### config.mk
export PLATFORM = sky130hd
export DESIGN_NAME = sql_datetime_text_parser_core
export DESIGN_NICKNAME = d
export VERILOG_FILES = /design/src/rtl/core/dtp_pkg.sv /design/src/rtl/core/sql_datetime_text_parser_core.sv /design/src/rtl/core/dtp_step.sv
export SDC_FILE = /design/constraint.sdc
export NUM_CORES = 1
export LEC_CHECK = 0
export ABC_CLOCK_PERIOD_IN_PS = 6400
export BUFFER_PORTS_ARGS = -buffer_cell sky130_fd_sc_hd__buf_4
export CAP_MARGIN = 20
export CORE_ASPECT_RATIO = 1.25
export CORE_MARGIN = 3
export CORE_UTILIZATION = 56
export CTS_CLUSTER_DIAMETER = 100
export DETAILED_ROUTE_END_ITERATION = 8
export GPL_TIMING_DRIVEN = 0
export PLACE_DENSITY = 0.77
export REMOVE_ABC_BUFFERS = 1
export SETUP_SLACK_MARGIN = 0.02
export SYNTH_ARGS = -nofsm -noshare
export SYNTH_HDL_FRONTEND = slang
export SYNTH_SLANG_ARGS = --single-unit
### constraint.sdc
create_clock -name clk -period 6.4 [get_ports clk]
set_clock_uncertainty 0.1 [all_clocks]
set_input_delay 1.92 -clock clk [delete_from_list [all_inputs] [get_ports clk]]
set_output_delay 1.92 -clock clk [all_outputs]
set_load 0.1 [all_outputs]
### src/rtl/core/dtp_pkg.sv
// Shared types, character codes and helpers for the SQL date/time literal parser.
`timescale 1ns / 1ps

package dtp_pkg;

	localparam int unsigned FRAC_DIGITS_DEF = 6;
	localparam int unsigned US_W            = 20;

	localparam logic [7:0] CH_T     = 8'h54;
	localparam logic [7:0] CH_SPACE = 8'h20;
	localparam logic [7:0] CH_DASH  = 8'h2D;
	localparam logic [7:0] CH_COLON = 8'h3A;
	localparam logic [7:0] CH_DOT   = 8'h2E;
	localparam logic [7:0] CH_ZERO  = 8'h30;
	localparam logic [7:0] CH_NINE  = 8'h39;

	typedef enum logic [1:0] {
		KIND_DATE     = 2'd0,
		KIND_TIME     = 2'd1,
		KIND_DATETIME = 2'd2
	} kind_t;

	typedef enum logic [12:0] {
		PH_START   = 13'b0000000000001,
		PH_HOUR0   = 13'b0000000000010,
		PH_HOUR    = 13'b0000000000100,
		PH_MIN     = 13'b0000000001000,
		PH_COL2    = 13'b0000000010000,
		PH_SEC     = 13'b0000000100000,
		PH_SECDONE = 13'b0000001000000,
		PH_FRAC0   = 13'b0000010000000,
		PH_FRAC    = 13'b0000100000000,
		PH_MON     = 13'b0001000000000,
		PH_DASH2   = 13'b0010000000000,
		PH_DAY     = 13'b0100000000000,
		PH_DAYDONE = 13'b1000000000000
	} phase_t;

	typedef struct packed {
		phase_t           phase;
		logic             date;
		logic [3:0]       idx;
		logic [13:0]      lead_val;
		logic [2:0]       lead_cnt;
		logic [9:0]       acc;
		logic [1:0]       fcnt;
		logic [13:0]      year;
		logic [6:0]       month;
		logic [6:0]       day;
		logic [9:0]       hour;
		logic [6:0]       minute;
		logic [6:0]       second;
		logic [US_W-1:0]  frac;
		logic             minus;
		logic             err;
	} dtp_state_t;

	typedef struct packed {
		logic             valid_res;
		kind_t            kind;
		logic             negative;
		logic [13:0]      year;
		logic [6:0]       month;
		logic [6:0]       day;
		logic [9:0]       hour;
		logic [6:0]       minute;
		logic [6:0]       second;
		logic [US_W-1:0]  microsecond;
	} dtp_result_t;

	function automatic dtp_state_t state_reset();
		dtp_state_t r;
		r = '0;
		r.phase = PH_START;
		return r;
	endfunction

	// 10**k, low US_W bits; only evaluated on constants
	function automatic logic [US_W-1:0] pow10_mod(input int unsigned k);
		logic [US_W+3:0] p;
		p = (US_W+4)'(1);
		for (int unsigned i = 0; i < k; i++) begin
			p = (US_W+4)'(p[US_W-1:0] * (US_W+4)'(10));
		end
		return p[US_W-1:0];
	endfunction

endpackage

### src/rtl/core/sql_datetime_text_parser_core.sv
// Top level of the SQL date/time literal parser: input register, state and result register.
`timescale 1ns / 1ps
//
// Usage
//   Characters of a literal arrive on the lit channel (ch, last), one transfer
//   per character; last marks the final character. Each literal gives exactly
//   one transfer on the dt channel, carrying valid_res, kind, negative and the
//   date/time fields. Malformed text gives valid_res=0 with all fields zero.
//   Path: a final character is parsed from the input register by dtp_step and
//   lands in the result register, which drives dt_valid; the result then
//   transfers when dt_stall is low.
//   Throughput: one character per cycle while lit_stall is low, including
//   back-to-back literals; the parse state takes one pass of dtp_step per character.
//   Stall: the result register holds while dt_stall is high. Lit_stall only
//   rises when a final character sits in the input register and the result
//   register still holds an untaken result; ordinary characters keep flowing.
//   Reset (arst_n low): the channels empty and the parse restarts at the
//   first character of a literal.
//

module sql_datetime_text_parser_core #(
	parameter int unsigned FRACTION_DIGITS = dtp_pkg::FRAC_DIGITS_DEF
) (
	input  logic        clk,
	input  logic        arst_n,
	// character channel
	input  logic        lit_valid,
	output logic        lit_stall,
	input  logic [7:0]  ch,
	input  logic        last,
	// result channel
	output logic        dt_valid,
	input  logic        dt_stall,
	output logic        valid_res,
	output logic [1:0]  kind,
	output logic        negative,
	output logic [13:0] year,
	output logic [6:0]  month,
	output logic [6:0]  day,
	output logic [9:0]  hour,
	output logic [6:0]  minute,
	output logic [6:0]  second,
	output logic [19:0] microsecond
);
	import dtp_pkg::*;

	localparam int unsigned FCW = $clog2(FRACTION_DIGITS + 1);

	// input register
	logic       vld_s1;
	logic [7:0] ch_s1;
	logic       last_s1;

	// parse state, updated once per character
	dtp_state_t     st_q;
	logic [FCW-1:0] fcount_q;
	dtp_state_t     st_nx;
	logic [FCW-1:0] fcount_nx;
	dtp_result_t    res_nx;

	// result register
	logic        res_vld_q;
	dtp_result_t res_q;

	logic step_go;

	// a character moves on unless it closes a literal and the result slot is blocked
	assign step_go   = vld_s1 && (!last_s1 || !res_vld_q || !dt_stall);
	assign lit_stall = vld_s1 && !step_go;

	always_ff @(posedge clk or negedge arst_n) begin
		if (!arst_n) begin
			vld_s1 <= 1'b0;
		end else if (!lit_stall) begin
			vld_s1 <= lit_valid;
		end
	end

	always_ff @(posedge clk) begin
		if (lit_valid && !lit_stall) begin
			ch_s1   <= ch;
			last_s1 <= last;
		end
	end

	dtp_step #(
		.FRACTION_DIGITS(FRACTION_DIGITS)
	) u_step (
		.ch        (ch_s1),
		.last      (last_s1),
		.cur       (st_q),
		.cur_fcount(fcount_q),
		.nx        (st_nx),
		.nx_fcount (fcount_nx),
		.res       (res_nx)
	);

	always_ff @(posedge clk or negedge arst_n) begin
		if (!arst_n) begin
			st_q     <= state_reset();
			fcount_q <= '0;
		end else if (step_go) begin
			st_q     <= st_nx;
			fcount_q <= fcount_nx;
		end
	end

	// result slot: filled by a closing character, emptied by a transfer
	always_ff @(posedge clk or negedge arst_n) begin
		if (!arst_n) begin
			res_vld_q <= 1'b0;
		end else if (step_go && last_s1) begin
			res_vld_q <= 1'b1;
		end else if (!dt_stall) begin
			res_vld_q <= 1'b0;
		end
	end

	always_ff @(posedge clk) begin
		if (step_go && last_s1) begin
			res_q <= res_nx;
		end
	end

	assign dt_valid    = res_vld_q;
	assign valid_res   = res_q.valid_res;
	assign kind        = res_q.kind;
	assign negative    = res_q.negative;
	assign year        = res_q.year;
	assign month       = res_q.month;
	assign day         = res_q.day;
	assign hour        = res_q.hour;
	assign minute      = res_q.minute;
	assign second      = res_q.second;
	assign microsecond = res_q.microsecond;

endmodule

### src/rtl/core/dtp_step.sv
// Per-character next-state and result logic of the date/time literal parser.
`timescale 1ns / 1ps

module dtp_step #(
	parameter int unsigned FRACTION_DIGITS = dtp_pkg::FRAC_DIGITS_DEF,
	localparam int unsigned FCW = $clog2(FRACTION_DIGITS + 1)
) (
	input  logic [7:0]           ch,
	input  logic                 last,
	input  dtp_pkg::dtp_state_t  cur,
	input  logic [FCW-1:0]       cur_fcount,
	output dtp_pkg::dtp_state_t  nx,
	output logic [FCW-1:0]       nx_fcount,
	output dtp_pkg::dtp_result_t res
);
	import dtp_pkg::*;

	localparam int unsigned TAB_N = 2 ** FCW;

	// weight of the fraction digit at each position, padded to full precision
	logic [US_W-1:0] weight_tab [TAB_N];

	for (genvar g = 0; g < TAB_N; g++) begin : g_wt
		if (g < FRACTION_DIGITS) begin : g_on
			assign weight_tab[g] = pow10_mod(FRACTION_DIGITS - 1 - g);
		end else begin : g_off
			assign weight_tab[g] = '0;
		end
	end

	logic       dig;
	logic [3:0] d;

	assign dig = (ch inside {[CH_ZERO:CH_NINE]});
	assign d   = dig ? ch[3:0] : 4'd0;

	always_comb begin
		phase_t      st_w;
		logic [9:0]  acc_w;
		logic [1:0]  fc_w;
		logic [9:0]  acc_nx;
		logic [1:0]  maxh;
		logic        pre_err;
		logic [US_W-1:0] add_w;

		nx        = cur;
		nx_fcount = cur_fcount;
		res       = '0;
		st_w      = cur.phase;
		acc_w     = cur.acc;
		fc_w      = cur.fcnt;
		pre_err   = 1'b0;
		maxh      = cur.date ? 2'd2 : 2'd3;
		acc_nx    = '0;
		add_w     = '0;

		if (!cur.err) begin
			if (cur.idx < 4'd4 && {1'b0, cur.lead_cnt} == cur.idx && dig) begin
				nx.lead_val = 14'(cur.lead_val * 14'd10 + 14'(d));
				nx.lead_cnt = cur.lead_cnt + 3'd1;
			end else if (cur.idx == 4'd4 && cur.lead_cnt == 3'd4 && ch == CH_DASH) begin
				nx.year  = cur.lead_val;
				nx.acc   = '0;
				nx.fcnt  = '0;
				nx.date  = 1'b1;
				nx.phase = PH_MON;
			end else begin
				// held-back leading digits become the hour of a time
				if (cur.phase == PH_START && cur.lead_cnt != 3'd0) begin
					if (cur.lead_cnt > 3'd3) begin
						pre_err = 1'b1;
					end else begin
						acc_w = cur.lead_val[9:0];
						fc_w  = cur.lead_cnt[1:0];
						st_w  = PH_HOUR;
					end
				end
				acc_nx = 10'(14'(acc_w) * 14'd10 + 14'(d));
				if (pre_err) begin
					nx.err = 1'b1;
				end else begin
					nx.phase = st_w;
					nx.acc   = acc_w;
					nx.fcnt  = fc_w;
					case (st_w)
						PH_START: begin
							if (ch == CH_DASH) begin
								nx.minus = 1'b1;
								nx.phase = PH_HOUR0;
							end else if (dig) begin
								nx.acc   = 10'(d);
								nx.fcnt  = 2'd1;
								nx.phase = PH_HOUR;
							end else begin
								nx.err = 1'b1;
							end
						end
						PH_HOUR0: begin
							if (dig) begin
								nx.acc   = 10'(d);
								nx.fcnt  = 2'd1;
								nx.phase = PH_HOUR;
							end else begin
								nx.err = 1'b1;
							end
						end
						PH_HOUR: begin
							if (dig) begin
								if (fc_w >= maxh) begin
									nx.err = 1'b1;
								end else begin
									nx.acc  = acc_nx;
									nx.fcnt = fc_w + 2'd1;
								end
							end else if (ch == CH_COLON) begin
								nx.hour  = acc_w;
								nx.acc   = '0;
								nx.fcnt  = '0;
								nx.phase = PH_MIN;
							end else begin
								nx.err = 1'b1;
							end
						end
						PH_MIN: begin
							if (!dig) begin
								nx.err = 1'b1;
							end else begin
								nx.acc  = acc_nx;
								nx.fcnt = fc_w + 2'd1;
								if (fc_w >= 2'd1) begin
									nx.minute = acc_nx[6:0];
									nx.phase  = PH_COL2;
								end
							end
						end
						PH_COL2: begin
							if (ch == CH_COLON) begin
								nx.acc   = '0;
								nx.fcnt  = '0;
								nx.phase = PH_SEC;
							end else begin
								nx.err = 1'b1;
							end
						end
						PH_SEC: begin
							if (!dig) begin
								nx.err = 1'b1;
							end else begin
								nx.acc  = acc_nx;
								nx.fcnt = fc_w + 2'd1;
								if (fc_w >= 2'd1) begin
									nx.second = acc_nx[6:0];
									nx.phase  = PH_SECDONE;
								end
							end
						end
						PH_SECDONE: begin
							if (ch == CH_DOT) begin
								nx.phase = PH_FRAC0;
							end else begin
								nx.err = 1'b1;
							end
						end
						PH_FRAC0: begin
							if (dig) begin
								nx.frac   = US_W'((US_W+4)'(d) * (US_W+4)'(weight_tab[0]));
								nx_fcount = FCW'(1);
								nx.phase  = PH_FRAC;
							end else begin
								nx.err = 1'b1;
							end
						end
						PH_FRAC: begin
							if (!dig) begin
								nx.err = 1'b1;
							end else if (cur_fcount < FCW'(FRACTION_DIGITS)) begin
								// digits past the kept precision are checked and dropped
								add_w = US_W'((US_W+4)'(d) * (US_W+4)'(weight_tab[cur_fcount]));
								nx.frac   = cur.frac + add_w;
								nx_fcount = cur_fcount + FCW'(1);
							end
						end
						PH_MON: begin
							if (!dig) begin
								nx.err = 1'b1;
							end else begin
								nx.acc  = acc_nx;
								nx.fcnt = fc_w + 2'd1;
								if (fc_w >= 2'd1) begin
									nx.month = acc_nx[6:0];
									nx.phase = PH_DASH2;
								end
							end
						end
						PH_DASH2: begin
							if (ch == CH_DASH) begin
								nx.acc   = '0;
								nx.fcnt  = '0;
								nx.phase = PH_DAY;
							end else begin
								nx.err = 1'b1;
							end
						end
						PH_DAY: begin
							if (!dig) begin
								nx.err = 1'b1;
							end else begin
								nx.acc  = acc_nx;
								nx.fcnt = fc_w + 2'd1;
								if (fc_w >= 2'd1) begin
									nx.day   = acc_nx[6:0];
									nx.phase = PH_DAYDONE;
								end
							end
						end
						PH_DAYDONE: begin
							if (ch == CH_SPACE || ch == CH_T) begin
								nx.acc   = '0;
								nx.fcnt  = '0;
								nx.phase = PH_HOUR0;
							end else begin
								nx.err = 1'b1;
							end
						end
						default: begin
							nx.err = 1'b1;
						end
					endcase
				end
			end
		end

		if (cur.idx != 4'hF) begin
			nx.idx = cur.idx + 4'd1;
		end

		if (last) begin
			if (!nx.err) begin
				if (nx.date && nx.phase == PH_DAYDONE) begin
					res.valid_res = 1'b1;
					res.kind      = KIND_DATE;
					res.year      = nx.year;
					res.month     = nx.month;
					res.day       = nx.day;
				end else if (nx.phase == PH_SECDONE || nx.phase == PH_FRAC) begin
					res.valid_res = 1'b1;
					res.kind      = nx.date ? KIND_DATETIME : KIND_TIME;
					res.negative  = nx.date ? 1'b0 : nx.minus;
					if (nx.date) begin
						res.year  = nx.year;
						res.month = nx.month;
						res.day   = nx.day;
					end
					res.hour        = nx.hour;
					res.minute      = nx.minute;
					res.second      = nx.second;
					res.microsecond = (nx.phase == PH_FRAC) ? nx.frac : '0;
				end
			end
			nx        = state_reset();
			nx_fcount = '0;
		end
	end

endmodule

### After elaboration in Yosys (flattened, before gate mapping)

Memory sizes are Yosys's and may differ from the RTL's.
Index checks and enable logic that the tools add are counted.

| word-level totals | value |
|---|---|
| input port bits | 13 |
| bits in read-only memories | 160 |
| bits in registers | 211 |
| memories kept | 1 |
| output and inout port bits | 78 |

| operators by class | value |
|---|---|
| $add $sub $neg | 7 |
| bitwise logic cells | 4 |
| multiply operators | 4 |
| multiplexer cells | 115 |
| magnitude comparators | 8 |
| reductions and logical operators | 34 |
| equality and inequality tests | 35 |

Memory list:

| memory | depth | bits a word | rd ports | clocked after memory_dff | wr ports | line | text |
|---|---|---|---|---|---|---|---|
| (name not given) | 8 | 20 | 1 | 0 | 0 | dtp_step.sv:178 | `add_w = US_W'((US_W+4)'(d) * (US_W+4)'(weight_tab[cur_fcount]));` |

Operators with widths:

| kind | count |
|---|---|
| $mux W13 | 24 |
| $pmux W13 S12 | 1 |
| $mux W121 | 1 |
| $mux W12 | 10 |
| $mux W20 | 6 |
| $mux W103 | 1 |
| $mux W86 | 1 |
| $mux W7 | 12 |
| $pmux W12 S7 | 1 |
| $mux W10 | 8 |
| $mux W76 | 1 |
| $mux W60 | 1 |
| $mux W59 | 1 |
| $mux W28 | 2 |
| $mux W14 | 3 |
| $pmux W20 S2 | 1 |
| $eq A8 B6 Y1 const B | 4 |
| $mux W3 | 9 |
| $eq A13 B1 Y1 const B | 2 |
| $eq A13 B13 Y1 const B | 2 |
| $eq A13 B7 Y1 const B | 2 |
| $eq A13 B9 Y1 const B | 2 |
| $mux W1 | 21 |
| $add A20 B20 Y20 | 1 |
| other kinds (54) | 90 |

### Depth between registers and ports, before layout

Gate-level depths: netlist of run 1.

| depth | value |
|---|---|
| depth in word-level cells | 18 |
| gate-level depth with buffers | 27 |
| depth with buffers taken out | 23 |

### By module

Synthesis of run 1 repeated with hierarchy kept, for this count alone.

| unflattened totals | value |
|---|---|
| cells, all modules | 2108 |
| area, all modules | 18106.1 um^2 |

Modules (own cells, without submodules):

| module | area each (um^2) | sequential area each (um^2) | cells an instance | instances |
|---|---|---|---|---|
| sql_datetime_text_parser_core | 9389.0 | 5706.7 | 798 | 1 |
| dtp_step | 8717.1 | 0.0 | 1310 | 1 |

### Worst setup path after synthesis of run 1

No wires, ideal clock.

| path | value |
|---|---|
| path kind | input to register |
| start | input port dt_stall |
| end | register st_q[103] (netlist name) |
| data required time | 6178 ps |
| arrival time | 6155 ps |
| stages | 6 |
| path buffers | 1 |
| setup slack | 23 ps |
| cells stage by stage | nand3_1 nand2_1 clkbuf_1 nor2_1 nor3_1 a31o_2 |

| on the way | value |
|---|---|
| longest elaborated chain between the ends | 4 |

RTL lines:

| what | line | text |
|---|---|---|
| start, declared | sql_datetime_text_parser_core.sv:33 | `input logic dt_stall,` |
| $logic_not A1 Y1 | - |  |
| $logic_or A1 B1 Y1 | sql_datetime_text_parser_core.sv:68 | `assign step_go = vld_s1 && (!last_s1 \|\| !res_vld_q \|\| !dt_stall);` |
| $logic_and A1 B1 Y1 | sql_datetime_text_parser_core.sv:68 |  |
| $reduce_and A2 Y1 (no source line) | - |  |
| end signal, assigned | sql_datetime_text_parser_core.sv:100 | `st_q <= state_reset();` |
| end signal, assigned | sql_datetime_text_parser_core.sv:103 | `st_q <= st_nx;` |
| end, declared | sql_datetime_text_parser_core.sv:55 | `dtp_state_t st_q;` |

No other way between the ends.
A chain may end at the register's enable or synchronous reset.

### Worst setup path after layout of run 1

| path | value |
|---|---|
| start | register ch_s1[6] |
| end | register res_q (netlist bit microsecond[19]), data pin |

| on the way | value |
|---|---|
| longest elaborated chain between the ends | 13 |

RTL lines:

| what | line | text |
|---|---|---|
| start, declared | sql_datetime_text_parser_core.sv:51 | `logic [7:0] ch_s1;` |
| start signal, assigned | sql_datetime_text_parser_core.sv:81 | `ch_s1 <= ch;` |
| branches (longest 13 deep; another with $mul A4 B20 Y20) | - |  |
| end signal, assigned | sql_datetime_text_parser_core.sv:121 | `res_q <= res_nx;` |
| end, declared | sql_datetime_text_parser_core.sv:63 | `dtp_result_t res_q;` |

Several ways; the timed one is not identified. The select of a mux whose other input is x is not followed.

==> qor.log, run 1 <==
[run_status] outcome finished clean
[floorplan] area enclosed by the die boundary 0.02819 mm²
[sta] actual transition at the worst max-transition pin 1.159 ns
[setup_path] startpoint kind of the worst setup timing path flop
[global_route] antenna violations before repair 0
[setup_path] Reg2Reg Depth 21
[place] global placement routability congestion 0.9955
[place] cell area reported after detailed placement 0.01566 mm²
[run] number of violations of the max-capacitance limit 0
[sta] Tmin final 6.193 ns
[synth] proportion of synthesized chip area in sequential cells 38.90%
[cts] insertion delay of the later-clocked pin in the worst-skew pair 0.53 ns
[floorplan] row count 65
[sta] Max Transition Viols Final 0
[detailed_routing] WL per Instance 22.55 µm
[detailed_routing] detailed-route via count 12890
[setup_path] max incr delay on CP 0.50 ns
[finish] number of nets at the end of the flow 1840
[cts] buffer depth of the longest clock path 3
[pwr] Internal Dissipation 2.382 mW
[pwr] portion of total power attributed to sequential cells 42.9%
[setup_path] worst-path fanout max 15
[min_path] depth of the worst hold-timing path 2
[synth] Post-Synthesis Cell Area 0.01467 mm²
[global_route] wire length of the first global-routing pass 71730 µm
[sta] fin crit share 96.77%
[finish] area added between synthesis and finish 13.38%
[detailed_routing] remaining antenna violation count after routing 0
[cts] clock buffer count from CTS 23
[setup_path] setup slack, reg-to-reg 0.21 ns
[floorplan] Boundary Pins 91
[detailed_routing] final routed DRC violation total 0
[sta] max_slew headroom 22.13%
[synth] #FFs+latches synth 211
[setup_path] kind of end point of the critical path flop
[place] placed insts 1989
[cts] CTS Root Buffer Type clkbuf_16
[synth] per-instance average area after synthesis 9.011 µm²
[global_route] maximum number of pins on one net before global-route repair 75
[synth] count of flip-flops with a built-in enable after synthesis 85
[global_route] overall global routing resource usage 32.46%
[pwr] relative contribution of combinational cells to total power 19.0%
[detailed_routing] 1st-pass router iterations 5
[pwr] Max IR drop VDD 212.2 µV
[finish] commonest non-fill, non-tap cell in the layout nand2_1
[setup_path] number of buffers and inverters on the critical path 2
[detailed_routing] DRT iter0 DRCs 910
[min_path] Endpoint, Worst Hold st_q[85]
[sta] final hold vios 0
[finish] number of fillers in the final layout 2132
[floorplan] starting utilization of the core area 57.45%
[detailed_routing] wire length after detailed routing 45980 µm
[cts] clock edge transition at the registers on the reported setup and hold paths 0.07 ns
[min_path] class of the tightest hold or removal check reg -> reg
[setup_path] CP cell instances nor3b_4 -> and3_4 -> nand2_4 -> nor2_1 -> fa_1 -> fa_1 -> inv_1 -> fa_1 -> inv_1 -> ha_1 -> or2_2 -> a21oi_1 -> a21oi_4 -> a221o_1 -> nor4_2 -> o41ai_2 -> a21oi_1 -> xor2_1 -> a221o_1 -> nand2_1 -> a21oi_1
[pwr] Switching Share 31.74%
[synth] main flop type after synthesis dfrtp_1
[min_path] startpoint of the lowest-slack hold path st_q[85]
[synth] Synth async-reset ratio 59.72%
[place] number of port buffers 90
[finish] ratio of cells with drive above 1 in the final layout 11.62%
[global_route] total gr overflow 0
[pwr] switching power summed over all nets 1.108 mW
[setup_path] cell with the largest stage delay on the worst path fa_1
[sta] number of endpoints failing setup at the final stage 0
[finish] post-route insts no fill 2039
[setup_path] Worst Path Arrival 6.35 ns
[global_route] via count of the first global-routing pass 13250
[floorplan] Std-Cell Core Area 0.02554 mm²
[finish] Antenna diodes 0
[cts] total number of H-tree levels 1
[finish] highest-count cells in the layout ignoring fill and taps nand2_1 (230), nor2_1 (125), dfrtp_1 (124)
[cts] number of clock sinks 211
[setup_path] launch point of the worst reg-to-reg path ch_s1[6]
[sta] maximum clock rate 0.1615 GHz
[place] detailed-placement wirelength estimate 33560 µm
[floorplan] die boundary width 150.8 µm
[pwr] total power density per cell area 209.8 mW/mm²
[setup_path] critical path type reg -> reg
[synth] total number of yosys warnings 0
[detailed_routing] via count normalized by instance count 6.323
[floorplan] Die Height 187.0 µm
[synth] gate count of the mapped netlist 1628
[setup_path] family with the most delay on the worst path simple AND/OR/NAND/NOR gates
[setup_path] worst reg2reg endpoint microsecond[19]
[setup_path] worst path required time 6.56 ns
[pwr] leakage power of the design 7.405 nW
[pwr] Design Power 3.490 mW
[finish] Design Area, Final 0.01663 mm²
[pwr] part of the total power dissipated in the clock network 38.1%
[cts] CTS tree yes
[synth] unique cell type count in the Yosys netlist 78
## cells in the mapped netlist, types with 12 or more instances
master	count	share of area, %
a211oi_1	14	0.72
a21o_1	19	0.97
a21oi_1	101	3.4
a22o_1	33	2.0
a22oi_1	15	0.77
a32o_1	12	0.82
and3_1	20	0.85
clkbuf_1	64	1.6
dfrtp_1	125	21
edfxtp_1	85	17
fa_1	37	5.0
ha_1	103	8.8
inv_1	123	3.1
mux2i_1	14	0.96
nand2_1	234	6.0
nand2b_1	18	0.77
nand3_1	37	1.3
nand4_1	19	0.81
nor2_1	129	3.3
nor2b_1	20	0.85
nor3_1	45	1.5
nor4_1	17	0.72
o21ai_0	101	3.4
o22ai_1	13	0.55
o31ai_1	13	0.67
xnor2_1	38	2.3
xor2_1	32	1.9
## sequential cells by signal, indices dropped and copies added (netlist names), 2 cells and up
register / flops
fcount_q: 3
ch_s1: 8
microsecond: 20
kind: 2
month: 7
second: 7
day: 7
hour: 10
year: 14
minute: 7
st_q: 121
## cell families after synthesis
logic type | count (synthesis) | synth area share, %
compound gates | 397 | 17.67
xor+xnor | 71 | 4.333
fa+ha+maj | 141 | 13.90
buf+inv | 200 | 5.177
flops | 211 | 38.90
mux | 16 | 1.109
simple gates | 592 | 18.91
## worst max-delay path by stage
| stage | start | to | slack, ns | cells after the start |
|---|---|---|---|---|
| 2_1_floorplan | dt_stall | st_q[103] | -0.09 | 5 |
| 3_3_place_gp | dt_stall | st_q[104] | -2.49 | 6 |
| 3_5_place_dp | ch_s1[2] | microsecond[19] | -1.53 | 23 |
| 4_1_cts | ch_s1[7] | microsecond[19] | 0.05 | 21 |
| 5_1_grt | ch_s1[6] | microsecond[19] | -0.02 | 21 |
| 6_report | ch_s1[6] | microsecond[19] | 0.21 | 21 |
## worst register-to-register path, delay by kind of cell, from the launching register on
| family | cells | cell delay, ns |
|---|---|---|
| AND/OR/NAND/NOR | 7 | 1.90 |
| adder cells (fa/ha/maj) | 4 | 1.76 |
| AO/OA/AOI/OAI | 7 | 1.51 |
| flip-flops | 1 | 0.49 |
| buffers and inverters | 2 | 0.09 |
| XOR/XNOR | 1 | 0.09 |
## cell type report
| type | instances | area [µm²] | area share [%] |
|---|---|---|---|
| Multi-Input combinational cell | 1218 | 8367 | 50.30 |
| Sequential cell | 211 | 5708 | 34.32 |
| Timing Repair Buffer | 106 | 915.9 | 5.506 |
| Clock buffer | 31 | 615.6 | 3.701 |
| Inverter | 127 | 490.5 | 2.949 |
| Tap cell | 335 | 419.2 | 2.520 |
| Clock inverter | 11 | 117.6 | 0.7071 |
## per-stage QoR
stage / setup WS, ns / util (%) / hold slack (ns) / TNS (ns)
floorplan: -0.09345 / - / 0.3321 / -4.503
global route: -0.02196 / 65.13 / 0.3960 / -0.02196
detailed placement: -1.530 / 61.33 / 0.3616 / -85.19
CTS: 0.04733 / 64.67 / 0.3748 / 0
finish: 0.2068 / 65.13 / 0.3763 / 0
global placement: -2.487 / 60.63 / 0.3464 / -300.64
## per-layer routing
layer | up-vias | global-route usage [%] | share of wire [%]
li1 | 5895 | - | -
met1 | 6323 | 37.62 | 37
met2 | 509 | 57.66 | 51
met3 | 165 | 3.902 | 5.5
met4 | 0 | 17.45 | 6.2
met5 | - | 0 | 0
## power by group through the flow
stage	registers, mW	logic [mW]	clock network (mW)
2_1_floorplan	1.64	0.291	0
5_1_grt	1.50	0.703	1.38
3_3_place_gp	1.53	0.617	0
6_report	1.50	0.664	1.33
3_5_place_dp	1.52	0.630	0
4_1_cts	1.50	0.645	1.34
## repair_timing
action                                  in CTS  in global routing
cloned                                       1                  0
endpoints found under the setup margin      90                 73
gates resized for setup                     20                 15
hold buffers                                 0                  0
endpoints found under the hold margin        0                  0
pin swaps                                    2                  1
buffers inserted                             4                  2
Power figures use the tool's default switching activity.
==> inputs of run 2 (changes only) <==
--- a/config.mk
+++ b/config.mk
@@ -10,11 +10,11 @@
 export CAP_MARGIN = 20
 export CORE_ASPECT_RATIO = 1.25
 export CORE_MARGIN = 3
-export CORE_UTILIZATION = 56
+export CORE_UTILIZATION = 50
 export CTS_CLUSTER_DIAMETER = 100
 export DETAILED_ROUTE_END_ITERATION = 8
 export GPL_TIMING_DRIVEN = 0
-export PLACE_DENSITY = 0.77
+export PLACE_DENSITY = 0.7
 export REMOVE_ABC_BUFFERS = 1
 export SETUP_SLACK_MARGIN = 0.02
 export SYNTH_ARGS = -nofsm -noshare
==> run 2 against run 1 <==
- worst setup slack improved by 0.030 ns
- clock-buffer cell count did not move
- wire length rose by 1.2%
- sequential cell count did not move
- sequential power barely moved
- sequential share of layout area fell by 0.43 points
- clock power rose by 9%
- non-clock buffer count rose by 5
- critical path depth did not move
- combinational power fell by 0.6%
- total power rose by 3.4%
- critical endpoint unchanged
- highest routed layer is now met5
==> qor.log, run 2 (synthesis gave the netlist of run 1 again) <==
[place] cell area reported after detailed placement 0.01575 mm² [+0.58%]
[finish] area added between synthesis and finish 14.81%
[pwr] leakage power of the design 7.471 nW [+0.88%]
[sta] Tmin final 6.163 ns [-0.02986 ns]
[global_route] antenna violations before repair 2 [+2]
[setup_path] startpoint kind of the worst setup timing path flop
[min_path] class of the tightest hold or removal check reg -> reg
[floorplan] Std-Cell Core Area 0.02866 mm² [+12%]
[finish] max reg flops 121 [unchanged]
[setup_path] critical path type reg -> reg
[setup_path] Worst Path Arrival 6.32 ns [-0.03 ns]
[floorplan] area enclosed by the die boundary 0.03144 mm² [+12%]
[sta] final hold vios 0 [unchanged]
[finish] highest-count cells in the layout ignoring fill and taps nand2_1 (229), nor2_1 (124), dfrtp_1 (124)
[setup_path] number of buffers and inverters on the critical path 2 [unchanged]
[setup_path] CP dominant cell by count fa_1
[place] number of port buffers 90 [unchanged]
[detailed_routing] via count normalized by instance count 6.135 [-3.0%]
[setup_path] Setup crit end microsecond[19]
[floorplan] die boundary width 159.2 µm [+5.6%]
[sta] number of endpoints failing setup at the final stage 0 [unchanged]
[sta] worst hold slack 0.3672 ns [-0.009029 ns]
[setup_path] worst path required time 6.56 ns [about the same]
[finish] number of fillers in the final layout 2595 [+22%]
[finish] number of nets at the end of the flow 1846 [+0.33%]
[sta] Max Transition Viols Final 0 [unchanged]
[detailed_routing] 1st-pass router iterations 5 [unchanged]
[cts] total number of H-tree levels 1 [unchanged]
[detailed_routing] DRT iter0 DRCs 940 [+3.3%]
[setup_path] CP cell instances nor3b_4 -> and3_4 -> nand2_2 -> clkinvlp_4 -> nand3_1 -> fa_1 -> fa_1 -> fa_1 -> inv_1 -> ha_1 -> nor2b_2 -> o31ai_4 -> a21oi_4 -> a221o_1 -> nor4_4 -> o41ai_2 -> a21oi_1 -> xor2_1 -> a221o_1 -> nand2_1 -> a21oi_1
[setup_path] Reg2Reg Depth 21 [unchanged]
[detailed_routing] remaining antenna violation count after routing 0 [unchanged]
[run_status] outcome finished clean
[run] number of violations of the max-capacitance limit 0 [unchanged]
[pwr] Design Power 3.608 mW [+3.4%]
[setup_path] worst reg2reg endpoint microsecond[19]
[sta] maximum clock rate 0.1622 GHz [+0.48%]
[pwr] Max IR drop VDD 209.5 µV [-1.3%]
[global_route] maximum number of pins on one net before global-route repair 74 [-1.3%]
[setup_path] max incr delay on CP 0.55 ns [+0.05 ns]
[setup_path] setup slack, reg-to-reg 0.24 ns [+0.03 ns]
[place] global placement routability congestion 0.9741 [-2.1%]
[place] Setup WS pre-CTS -1.737 ns [-0.2064 ns]
[cts] buffer depth of the longest clock path 3 [unchanged]
[cts] clock buffer count from CTS 24 [+4.3%]
[finish] Design Area, Final 0.01684 mm² [+1.3%]
[floorplan] starting utilization of the core area 51.18% [-6.3 points]
[sta] fin crit share 96.30% [-0.47 points]
[pwr] total power density per cell area 214.2 mW/mm² [+2.1%]
[floorplan] Die Height 197.5 µm [+5.6%]
[detailed_routing] wire length after detailed routing 46550 µm [+1.2%]
[finish] commonest non-fill, non-tap cell in the layout nand2_1
[cts] clock edge transition at the registers on the reported setup and hold paths 0.07 ns [about the same]
[sta] max_slew headroom 23.48% [+1.3 points]
[detailed_routing] detailed-route via count 12890 [-0.023%]
[cts] insertion delay of the later-clocked pin in the worst-skew pair 0.54 ns [about the same]
[finish] final design utilization 58.76% [-6.4 points]
[setup_path] family with the most delay on the worst path adder cells
[cts] total of hold buffers inserted after clock tree synthesis 0 [unchanged]
[detailed_routing] final routed DRC violation total 0 [unchanged]
[global_route] total gr overflow 0 [unchanged]
[setup_path] launch point of the critical path ch_s1[6]
[setup_path] Levels on crit path 21 [unchanged]
[sta] Worst Slack Setup Final 0.2366 ns [+0.02986 ns]
[place] detailed-placement wirelength estimate 33660 µm [+0.31%]
[cts] CTS tree yes
[setup_path] cell with the largest stage delay on the worst path fa_1
[floorplan] row count 69 [+6.2%]
[sta] actual transition at the worst max-transition pin 1.139 ns [-0.02005 ns]
[setup_path] kind of end point of the critical path flop
[global_route] wire length of the first global-routing pass 72760 µm [+1.4%]
[setup_path] worst-path fanout max 10 [-5]
[sta] setup repair after global routing missed its margin no
[global_route] via count of the first global-routing pass 13110 [-1.1%]
[cts] number of clock sinks 211 [unchanged]
[finish] largest reg by FF count st_q
[detailed_routing] WL per Instance 22.15 µm [-1.8%]
[cts] CTS Root Buffer Type clkbuf_16
[finish] ratio of cells with drive above 1 in the final layout 12.39% [+0.77 points]
[floorplan] Boundary Pins 91 [unchanged]
[global_route] overall global routing resource usage 29.43% [-3.0 points]
[finish] Antenna diodes 0 [unchanged]
[setup_path] launch point of the worst reg-to-reg path ch_s1[6]
## run 2: cell types whose count changed in the layout (fill, tap and decap cells not counted), moves of 3 or more
cell / delta
clkbuf_8: +3
clkbuf_16: +3
buf_4: +4
clkbuf_1: -6
## run 2: worst min path at each step
stage,start,end,slack [ns],depth (start not counted)
after floorplan,st_q[85],st_q[85],0.33,2
after global placement,st_q[85],st_q[85],0.35,2
after detailed placement,st_q[84],st_q[84],0.35,2
after CTS,st_q[84],st_q[84],0.37,2
after global routing,st_q[28],st_q[28],0.40,2
final,st_q[84],st_q[84],0.37,2
## run 2: worst min-delay path: cells and delay by family (launching register included)
kind / cells / cell delay (ns)
flip-flops: 1 / 0.34
AND/OR/NAND/NOR: 2 / 0.10
## run 2: metrics by stage
stage | setup TNS [ns] | instances
final | 0 | 2101
after global routing | 0 | 2101
after CTS | 0 | 2097
after detailed placement | -76.74 | 2046
after global placement | -299.90 | 2035
after floorplan | -4.503 | 1555
## run 2: metal layers
layer	track usage, %	vias to the layer above	routed length (µm)
met3	4.761	153	2702
met5	0	-	14
li1	-	5907	-
met2	53.52	485	23850
met1	32.93	6342	17270
met4	16.38	2	2707
## run 2: timing repair
item,in CTS,in global routing
cloned,1,0
gates resized for setup,23,15
setup endpoints to repair,91,76
setup buffers,6,3
pin swaps,2,3
## run 2: area by class of cell
cell class	instances	area, µm²	share of cell area (%)
clock inverter	13	126.4	0.7503
inverter	127	493.0	2.927
timing repair buffer	111	940.9	5.587
sequential	211	5708	33.89
clock buffer	31	709.4	4.212
multi-input combinational	1218	8377	49.74
tap	390	488.0	2.897
## run 2: where the power goes
part | total, mW | switching, mW | internal (mW) | leakage (nW)
clock | 1.45 | 0.590 | 0.864 | 0.414
sequential | 1.49 | 0.0458 | 1.45 | 2.59
combinational | 0.660 | 0.489 | 0.171 | 4.47
total | 3.61 | 1.12 | 2.48 | 7.47
